<file path="src/design/ssg_pkg.sv">
// Shared types and constants for the seven-segment scan and tap gate.
`timescale 1ns / 1ps
package ssg_pkg;

    localparam logic [1:0] CMD_TICK = 2'd0;
    localparam logic [1:0] CMD_TAP  = 2'd1;
    localparam logic [1:0] CMD_WAKE = 2'd2;

    localparam logic [2:0] CFG_ANODE_POLARITY = 3'd0;
    localparam logic [2:0] CFG_TICK_RELOAD    = 3'd1;
    localparam logic [2:0] CFG_AGE_LIMIT      = 3'd2;
    localparam logic [2:0] CFG_TAP_HOLDOFF    = 3'd3;
    localparam logic [2:0] CFG_QUEUE_LIMIT    = 3'd4;

    localparam logic       RST_ANODE_POLARITY = 1'b0;
    localparam logic [7:0] RST_TICK_RELOAD    = 8'd65;
    localparam logic [7:0] RST_AGE_LIMIT      = 8'd200;
    localparam logic [7:0] RST_TAP_HOLDOFF    = 8'd12;
    localparam logic [2:0] RST_QUEUE_LIMIT    = 3'd2;

    localparam logic [2:0] PHASE_RELOAD = 3'b100;
    localparam int         DP_BIT       = 7;

    typedef struct packed {
        logic       anode_polarity;
        logic [7:0] tick_reload;
        logic [7:0] age_limit;
        logic [7:0] tap_holdoff;
        logic [2:0] queue_limit;
    } cfg_t;

    typedef struct packed {
        logic [1:0] cmd;
        logic [7:0] segments_first;
        logic [7:0] segments_second;
        logic [7:0] brightness_first;
        logic [7:0] brightness_second;
        logic [2:0] queue_used;
    } item_t;

    typedef struct packed {
        logic [7:0] seg_port;
        logic       dp_line;
        logic       first_enable;
        logic       second_enable;
        logic [7:0] pwm_first;
        logic [7:0] pwm_second;
        logic       scheduler_tick;
        logic       tap_posted;
        logic [7:0] tap_age;
        logic [7:0] random_value;
        logic       scan_updated;
    } result_t;

endpackage

</file>
<file path="src/design/seven_segment_scan_and_tap_gate.sv">
// Top level: config registers, request register, core and result register.
`timescale 1ns / 1ps
// Takes one request per clock unless stalled (tick, tap or wake in s_tuser) and
// returns one result per request: the request lands in an input register at the
// accepting edge, the core updates its counters and scan state in one pass, and
// m_tvalid rises as the result register loads and holds the answer until
// m_tready takes it. A stalled result blocks only when the request register is
// also full. Config writes take effect at once and belong to idle periods.
module seven_segment_scan_and_tap_gate (
    input  logic        aclk,
    input  logic        aresetn,
    input  logic        cfg_wr_en,
    input  logic [2:0]  cfg_index,
    input  logic [7:0]  cfg_wdata,
    input  logic        s_tvalid,
    output logic        s_tready,
    // segments_first, segments_second, brightness_first, brightness_second,
    // queue_used
    input  logic [39:0] s_tdata,
    // cmd
    input  logic [1:0]  s_tuser,
    output logic        m_tvalid,
    input  logic        m_tready,
    // seg_port, dp_line, first_enable, second_enable, pwm_first, pwm_second,
    // scheduler_tick, tap_posted, tap_age, random_value, scan_updated
    output logic [47:0] m_tdata
);
    import ssg_pkg::*;

    cfg_t    cfg_reg;
    logic    in_valid_reg;
    item_t   in_item_reg;
    logic    out_valid_reg;
    result_t out_res_reg;
    result_t res;
    logic    advance;

    always_ff @(posedge aclk) begin
        if (!aresetn) begin
            cfg_reg.anode_polarity <= RST_ANODE_POLARITY;
            cfg_reg.tick_reload    <= RST_TICK_RELOAD;
            cfg_reg.age_limit      <= RST_AGE_LIMIT;
            cfg_reg.tap_holdoff    <= RST_TAP_HOLDOFF;
            cfg_reg.queue_limit    <= RST_QUEUE_LIMIT;
        end else if (cfg_wr_en) begin
            case (cfg_index)
                CFG_ANODE_POLARITY: cfg_reg.anode_polarity <= cfg_wdata[0];
                CFG_TICK_RELOAD:    cfg_reg.tick_reload    <= cfg_wdata;
                CFG_AGE_LIMIT:      cfg_reg.age_limit      <= cfg_wdata;
                CFG_TAP_HOLDOFF:    cfg_reg.tap_holdoff    <= cfg_wdata;
                CFG_QUEUE_LIMIT:    cfg_reg.queue_limit    <= cfg_wdata[2:0];
                default: begin
                end
            endcase
        end
    end

    assign advance  = in_valid_reg && (!out_valid_reg || m_tready);
    assign s_tready = !in_valid_reg || advance;

    always_ff @(posedge aclk) begin
        if (!aresetn) begin
            in_valid_reg <= 1'b0;
        end else if (s_tready) begin
            in_valid_reg <= s_tvalid;
        end
    end

    always_ff @(posedge aclk) begin
        if (s_tvalid && s_tready) begin
            in_item_reg.cmd               <= s_tuser;
            in_item_reg.segments_first    <= s_tdata[7:0];
            in_item_reg.segments_second   <= s_tdata[15:8];
            in_item_reg.brightness_first  <= s_tdata[23:16];
            in_item_reg.brightness_second <= s_tdata[31:24];
            in_item_reg.queue_used        <= s_tdata[34:32];
        end
    end

    ssg_core u_core (
        .aclk    (aclk),
        .aresetn (aresetn),
        .advance (advance),
        .cfg     (cfg_reg),
        .item    (in_item_reg),
        .result  (res)
    );

    always_ff @(posedge aclk) begin
        if (!aresetn) begin
            out_valid_reg <= 1'b0;
        end else if (advance) begin
            out_valid_reg <= 1'b1;
        end else if (m_tready) begin
            out_valid_reg <= 1'b0;
        end
    end

    always_ff @(posedge aclk) begin
        if (advance) begin
            out_res_reg <= res;
        end
    end

    assign m_tvalid = out_valid_reg;
    assign m_tdata  = {2'b00,
                       out_res_reg.scan_updated,
                       out_res_reg.random_value,
                       out_res_reg.tap_age,
                       out_res_reg.tap_posted,
                       out_res_reg.scheduler_tick,
                       out_res_reg.pwm_second,
                       out_res_reg.pwm_first,
                       out_res_reg.second_enable,
                       out_res_reg.first_enable,
                       out_res_reg.dp_line,
                       out_res_reg.seg_port};

    a_ready_when_empty: assert property (@(posedge aclk) disable iff (!aresetn)
        !out_valid_reg |-> s_tready)
        else $error("input stalled with empty result register");

    a_result_follows: assert property (@(posedge aclk) disable iff (!aresetn)
        advance |=> m_tvalid)
        else $error("advanced request produced no result");

    a_tick_tap_exclusive: assert property (@(posedge aclk) disable iff (!aresetn)
        m_tvalid |-> !(m_tdata[27] && m_tdata[28]))
        else $error("scheduler tick and tap post in one result");

    a_age_zero_no_post: assert property (@(posedge aclk) disable iff (!aresetn)
        (m_tvalid && !m_tdata[28]) |-> (m_tdata[36:29] == 8'd0))
        else $error("tap age reported without a posted tap");

endmodule

</file>
<file path="src/design/ssg_core.sv">
// Event state update: counters, divider, age gate and display scan.
`timescale 1ns / 1ps
module ssg_core (
    input  logic             aclk,
    input  logic             aresetn,
    input  logic             advance,
    input  ssg_pkg::cfg_t    cfg,
    input  ssg_pkg::item_t   item,
    output ssg_pkg::result_t result
);
    import ssg_pkg::*;

    logic [7:0] free_reg,    free_next;
    logic [7:0] div_reg,     div_next;
    logic [7:0] age_reg,     age_next;
    logic [2:0] phase_reg,   phase_next;
    logic [7:0] mask_reg,    mask_next;
    logic       sel_reg,     sel_next;
    logic [7:0] port_reg,    port_next;
    logic       dp_reg,      dp_next;
    logic       en1_reg,     en1_next;
    logic       en2_reg,     en2_next;
    logic [7:0] pwm1_reg,    pwm1_next;
    logic [7:0] pwm2_reg,    pwm2_next;

    logic       sched;
    logic       posted;
    logic [7:0] tage;
    logic       scanned;
    logic [7:0] shifted;
    logic [7:0] seg;

    always_comb begin
        free_next  = free_reg;
        div_next   = div_reg;
        age_next   = age_reg;
        phase_next = phase_reg;
        mask_next  = mask_reg;
        sel_next   = sel_reg;
        port_next  = port_reg;
        dp_next    = dp_reg;
        en1_next   = en1_reg;
        en2_next   = en2_reg;
        pwm1_next  = pwm1_reg;
        pwm2_next  = pwm2_reg;
        sched      = 1'b0;
        posted     = 1'b0;
        tage       = 8'd0;
        scanned    = 1'b0;
        shifted    = {mask_reg[6:0], 1'b0};
        seg        = 8'd0;

        case (item.cmd)
            CMD_TICK: begin
                free_next = free_reg + 8'd1;
                if (div_reg == 8'd0) begin
                    if (age_reg < cfg.age_limit) begin
                        age_next = age_reg + 8'd1;
                    end
                    sched    = 1'b1;
                    div_next = cfg.tick_reload;
                end else begin
                    div_next = div_reg - 8'd1;
                end
                if (phase_reg != 3'd0) begin
                    phase_next = phase_reg >> 1;
                end else begin
                    phase_next = PHASE_RELOAD;
                    scanned    = 1'b1;
                    // wrap to bit zero and flip display
                    if (shifted == 8'd0) begin
                        sel_next  = ~sel_reg;
                        mask_next = 8'd1;
                    end else begin
                        mask_next = shifted;
                    end
                    seg = sel_next ? item.segments_second : item.segments_first;
                    if (cfg.anode_polarity) begin
                        port_next = seg | ~mask_next;
                        dp_next   = ~seg[DP_BIT];
                    end else begin
                        port_next = seg & mask_next;
                        dp_next   = seg[DP_BIT];
                    end
                    if (!sel_next) begin
                        pwm1_next = item.brightness_first;
                        en1_next  = 1'b1;
                        en2_next  = 1'b0;
                    end else begin
                        pwm2_next = item.brightness_second;
                        en2_next  = 1'b1;
                        en1_next  = 1'b0;
                    end
                end
            end
            CMD_TAP: begin
                if (item.queue_used <= cfg.queue_limit &&
                    (age_reg == 8'd0 || age_reg > cfg.tap_holdoff)) begin
                    posted   = 1'b1;
                    tage     = age_reg;
                    age_next = 8'd1;
                end
            end
            CMD_WAKE: begin
                age_next = 8'd0;
            end
            default: begin
            end
        endcase
    end

    always_ff @(posedge aclk) begin
        if (!aresetn) begin
            free_reg  <= 8'd0;
            div_reg   <= 8'd0;
            age_reg   <= 8'd0;
            phase_reg <= 3'd0;
            mask_reg  <= 8'd1;
            sel_reg   <= 1'b0;
            port_reg  <= 8'd0;
            dp_reg    <= 1'b0;
            en1_reg   <= 1'b0;
            en2_reg   <= 1'b0;
            pwm1_reg  <= 8'd0;
            pwm2_reg  <= 8'd0;
        end else if (advance) begin
            free_reg  <= free_next;
            div_reg   <= div_next;
            age_reg   <= age_next;
            phase_reg <= phase_next;
            mask_reg  <= mask_next;
            sel_reg   <= sel_next;
            port_reg  <= port_next;
            dp_reg    <= dp_next;
            en1_reg   <= en1_next;
            en2_reg   <= en2_next;
            pwm1_reg  <= pwm1_next;
            pwm2_reg  <= pwm2_next;
        end
    end

    always_comb begin
        result.seg_port       = port_next;
        result.dp_line        = dp_next;
        result.first_enable   = en1_next;
        result.second_enable  = en2_next;
        result.pwm_first      = pwm1_next;
        result.pwm_second     = pwm2_next;
        result.scheduler_tick = sched;
        result.tap_posted     = posted;
        result.tap_age        = tage;
        result.random_value   = free_next;
        result.scan_updated   = scanned;
    end

endmodule

</file>
<file path="config.mk">
export PLATFORM = sky130hd
export DESIGN_NAME = seven_segment_scan_and_tap_gate
export DESIGN_NICKNAME = d
export VERILOG_FILES = /design/src/design/ssg_pkg.sv /design/src/design/seven_segment_scan_and_tap_gate.sv /design/src/design/ssg_core.sv
export SDC_FILE = /design/constraint.sdc
export NUM_CORES = 1
export LEC_CHECK = 0
export ABC_AREA = 0
export BUFFER_PORTS_ARGS = -buffer_cell sky130_fd_sc_hd__buf_2
export CAP_MARGIN = 40
export CORE_ASPECT_RATIO = 0.5
export CORE_UTILIZATION = 35
export DETAILED_ROUTE_END_ITERATION = 8
export RECOVER_POWER = 25
export SLEW_MARGIN = 40
export SYNTH_ARGS = -nofsm -noshare
export SYNTH_HDL_FRONTEND = slang
export SYNTH_SLANG_ARGS = --single-unit
</file>
<file path="constraint.sdc">
create_clock -name aclk -period 2.1 [get_ports aclk]
set_input_delay 0.105 -clock aclk [delete_from_list [all_inputs] [get_ports aclk]]
set_output_delay 0.105 -clock aclk [all_outputs]
set_load 0.02 [all_outputs]
</file>
; ---- After elaboration in Yosys (flattened, before gate mapping)
; Cells that the tools add are included.
[word_totals]
register_bits = 175
latch_bits = 0
mem_bits_rw = 0
rom_bits = 0
input_bits = 58
out_inout_bits = 50
elab_cells = 119
mem_count = 0
[classes]
add_sub_neg = 3
mul = 0
n_div = 0
magnitude_cmp = 3
n_eq_ne = 9
n_shift = 0
mux = 37
bitwise_logic = 6
reduce_logical = 25
[op_table]
columns = operator, count
row1 = 8-bit 2-to-1 mux, 18
row2 = 8-bit case mux with 3 select lines, 1
row3 = 1-bit 2-to-1 mux, 17
row4 = "8-bit by 1-bit adder with 8-bit output, second input constant", 2
row5 = 8-bit logical NOT, 2
row6 = 2-bit AND reduction, 7
row7 = 8-bit bitwise AND, 1
row8 = 8-bit greater-than comparator, 1
row9 = 8-bit < comparator, 1
row10 = 8-bit inverter, 1
row11 = 8-bit OR, 1
row12 = "8-bit by 1-bit subtractor with 8-bit output, second input constant", 1
row13 = 7-bit logical NOT, 1
row14 = "3-bit by 2-bit == test with 1-bit output, second input constant", 2
row15 = "2-bit by 1-bit inequality test with 1-bit output, second input constant", 3
row16 = 3-bit nonzero test, 2
row17 = 5-bit AND reduction, 1
row18 = "3-bit by 1-bit == test with 1-bit output, second input constant", 1
row19 = "3-bit == test, second input constant", 1
row20 = 3-bit less-or-equal comparator, 1
row21 = 1-bit logical AND, 3
row22 = 3-bit logical NOT, 1
row23 = 1-bit logical OR, 3
row24 = 3-bit 2-to-1 mux, 1
row25 = 7 further kinds, 10

; ---- Logic depth before layout (Yosys ltp)
[logic_depth]
word_depth = 9
ltp_mapped = 12
depth_no_buf = 9

; ---- Hierarchy
; From an unflattened synthesis, not the netlist that was laid out.
[hier_totals]
cells_unflattened = 706
hier_area_um2 = 7709.9
[modules_own_cells]
columns = module, n_inst, cells_each, area_per_inst_um2, seq_area_each_um2
row1 = ssg_core, 1, 499, 3970.1, 1241.2
row2 = seven_segment_scan_and_tap_gate, 1, 207, 3739.8, 3093.0

; ---- Least setup slack after synthesis
; OpenSTA, ideal clock, no wires.
[synth_path]
path_type = flip-flop to flip-flop
startpoint = reg in_item_reg[35] (netlist bit)
endpoint = reg out_res_reg (netlist bit m_tdata[19]) (data pin)
setup_ns = 0.262
t_arrival_ns = 2.080
t_required_ns = 1.838
slack_ns = -0.242
stages_incl_launch_ff = 12
n_path_buf = 4
synth_period_minus_slack_ns = 2.342
path_cell_list = edfxtp_1 > inv_1 > ha_1 > buf_2 > inv_2 > or4_1 > clkbuf_1 > inv_2 > nand2b_1 > buf_2 > buf_2 > mux2_1
[synth_lines]
columns = element, line_no
row1 = "start, declared", seven_segment_scan_and_tap_gate.sv:32  ; item_t in_item_reg;
row2 = "end signal, assigned", seven_segment_scan_and_tap_gate.sv:101  ; out_res_reg <= res;
row3 = "end, declared", seven_segment_scan_and_tap_gate.sv:34  ; result_t out_res_reg;

==> impl_metrics.json <==
{
  "ys_ff_latch": 175,
  "htreeDepth": 4,
  "start_util_pct": 36.5,
  "status": "finished, violations left",
  "ios": 108,
  "num_vias": 5943,
  "synth_top_area_share_pct": 32.5,
  "ys_seq_area_share_pct": 56.5,
  "nFillCells": 1895,
  "wirelength_um": 18100,
  "worst_pin_slew_ns": 0.591,
  "place_congestion": 0.833,
  "synth_warnings": 0,
  "netlist_instances": 715,
  "place_area_um2": 8890,
  "postSynthAreaPerCell_um2": 10.7,
  "crit_path_start_kind": "flip-flop",
  "setup_tns_ns": -0.0396,
  "synth_top_family_by_area": "simple AND/OR/NAND/NOR gates",
  "gr-usage-met3_pct": 3.63,
  "fin_cells": 1229,
  "whs_ns": 0.0669,
  "slew_headroom_pct": 60.5,
  "cp_slowest_stage_delay_ns": 0.44,
  "grt_max_degree": 71,
  "cap_viol_max_count": 0,
  "dpl.hpwl_um": 11900,
  "synthAdderAreaFrac_pct": 4.24,
  "ir_worst_vdd_uv": 505,
  "slew_violations": 0,
  "grt_pass1_wl_um": 28200,
  "first_pass_iters": 4,
  "busiest_layer": "met2",
  "wl_per_cell_um": 14.8,
  "power.internal_mw": 5.97,
  "synth.mux.area_fraction_pct": 4.06,
  "antenna_left": 0,
  "finalCritPeriodShare_pct": 101,
  "grt_util_all_layers_pct": 16.2,
  "synth_edf_count": 83,
  "viasPerCell": 4.84,
  "area.growth.synth_to_final_pct": 36.5,
  "clk_pin_slew_ns": 0.07,
  "fmax_ghz": 0.473,
  "crit_top_cell": "inv_4",
  "rsz0062_at_grt": "true",
  "p_leak_nw": 4.15,
  "grt_pass1_vias": 5643,
  "grt.overflow.total": 0,
  "critical-path-top-delay-family": "simple AND/OR/NAND/NOR gates",
  "crit_buf_inv": 5,
  "fin_ws_ns": -0.0138,
  "num_rows": 37,
  "num-nets-final": 1008,
  "crit_chain": "inv_2 > ha_4 > inv_4 > or4_4 > inv_4 > buf_4 > nand2b_4 > buf_12 > mux2_1",
  "dp_slack_ns": -0.136,
  "clockBufferDepth": 2,
  "ys_top_cells_by_area": "edfxtp_1 (32%), dfxtp_1 (24%), nand2_1 (5.4%)",
  "setup_viol": 6,
  "clk_latency_ns": 0.43,
  "synthArstFlopShare_pct": 0,
  "power.total_mw": 7.84,
  "timing.final.hold_violations": 0,
  "fin_area_um2": 10500,
  "fin_crit_ns": 2.11,
  "die-area_um2": 22600,
  "finClkSkew_ns": 0.00658,
  "io_buffers": 100,
  "met2_usage_pct": 26.6,
  "antenna_found_initial": 0,
  "yosysUniqueCellTypes": 64,
  "die_w_um": 211,
  "combPwrFrac_pct": 10.0,
  "power_density_nw_per_um2": 748,
  "syn_area_um2": 7670,
  "drc": 0,
  "drt_iter0_drc": 274,
  "cp_max_fo": 8,
  "antenna_cells": 0,
  "die_y_um": 107,
  "drive_gt1_share_pct": 31.1,
  "utilization_pct": 49.8,
  "worstPathRequired_ns": 2.28,
  "synth-xor-area-share_pct": 1.83,
  "endpoint_kind": "flip-flop",
  "cts_tree": "done",
  "p_clk_share_pct": 42.3,
  "synthFlopType": "dfxtp_1",
  "largest_reg_flops": 46,
  "power.switching_mw": 1.86,
  "violations": "negative setup slack",
  "dpl.cell_count": 1132,
  "use_met1_pct": 20.7,
  "cpMaxStageDelayCell": "or4_4",
  "seqPwrFrac_pct": 47.7,
  "cts_buffers": 17,
  "synthSimpleGateAreaFrac_pct": 16.0,
  "crit_type": "reg -> reg",
  "clock-sinks": 175,
  "worstPathArrival_ns": 2.29,
  "swShare_pct": 23.8,
  "hold_path_class": "in -> reg",
  "cts-root-buf": "clkbuf_16",
  "synth_compound_area_share_pct": 13.6,
  "core_um2": 21000,
  "synth.largest_area_cell": "edfxtp_1"
}
[cells by family (layout without fill, tap and decap cells)]
| family | after synthesis | in the layout |
|---|---|---|
| AND/OR/NAND/NOR | 254 | 254 |
| flip-flops | 175 | 175 |
| AO/OA/AOI/OAI | 143 | 143 |
| buffers and inverters | 71 | 292 |
| multiplexers | 29 | 29 |
| adder cells (fa/ha/maj) | 26 | 26 |
| XOR/XNOR | 16 | 16 |
| other | 1 | 2 |
[worst min-delay path, cell delays in order]
cell      delay (ns)
buf_2           0.13
nor2_1          0.07
nand3_1         0.07
a21boi_0        0.07
[cells in the mapped netlist (all sizes together), types with 3 or more instances]
| cell | number |
|---|---|
| nand2 | 111 |
| dfxtp | 92 |
| edfxtp | 83 |
| nor2 | 45 |
| a21boi | 43 |
| inv | 33 |
| clkbuf | 30 |
| o21ai | 29 |
| ha | 26 |
| and2 | 19 |
| a21oi | 18 |
| nand3 | 18 |
| mux2 | 17 |
| mux2i | 12 |
| nor2b | 12 |
| xnor2 | 10 |
| and3 | 8 |
| buf | 8 |
| o211ai | 8 |
| a22o | 7 |
| a32o | 7 |
| nor3b | 7 |
| o311ai | 7 |
| nand3b | 6 |
| nand4 | 6 |
| nor3 | 6 |
| xor2 | 6 |
| o221a | 5 |
| o22a | 4 |
| nand2b | 3 |
| or2 | 3 |
[cells in the final DEF (no fill, tap or decap), drive strengths merged, types with 29 or more instances in the layout]
cell type | synthesis | routed
nand2 | 111 | 111
clkbuf | 30 | 32
nor2 | 45 | 45
inv | 33 | 37
buf | 8 | 166
edfxtp | 83 | 83
a21boi | 43 | 43
dlygate4sd3 | 0 | 47
o21ai | 29 | 29
dfxtp | 92 | 92
[final timing paths]
check / start / endpoint / slack, ns / cells after the start
worst max-delay path: in_item_reg[36] / m_tdata[19] / -0.01 / 9
worst min-delay path: cfg_index[1] / cfg_reg[27] / 0.07 / 4
worst max register to register: in_item_reg[36] / m_tdata[19] / -0.01 / 9
worst min register to register: cfg_reg[12] / cfg_reg[12] / 0.46 / 2
[layout make-up]
class | instances | area (um^2) | share of cell area [%]
clock inverter | 14 | 180 | 1.72
timing repair buffer | 227 | 1690 | 16.1
multi-input combinational | 470 | 3330 | 31.8
clock buffer | 18 | 439 | 4.19
inverter | 33 | 131 | 1.25
sequential | 175 | 4350 | 41.5
tap | 292 | 365 | 3.49
[power by group through the flow]
stage | sequential, mW | clock (mW) | combinational, mW
final | 3.74 | 3.31 | 0.784
after CTS | 3.74 | 3.38 | 0.711
after global routing | 3.75 | 3.52 | 0.850
after global placement | 3.81 | 0 | 0.616
after detailed placement | 3.81 | 0 | 0.628
after floorplan | 3.86 | 0 | 0.336
[routing by layer]
| metal | vias to the layer above | wire [um] |
|---|---|---|
| met5 | - | 0 |
| met4 | 0 | 340 |
| met3 | 27 | 593 |
| met2 | 83 | 8600 |
| met1 | 2885 | 8610 |
| li1 | 2948 | - |
[timing repair]
item / CTS / global route
hold endpoints to repair: 65 / 0
pin swaps: 2 / 20
cloned: 0 / 3
endpoints found under the setup margin: 31 / 78
setup buffers: 3 / 12
hold buffers: 47 / 0
gates resized for setup: 13 / 69
Power figures use the tool's default switching activity.
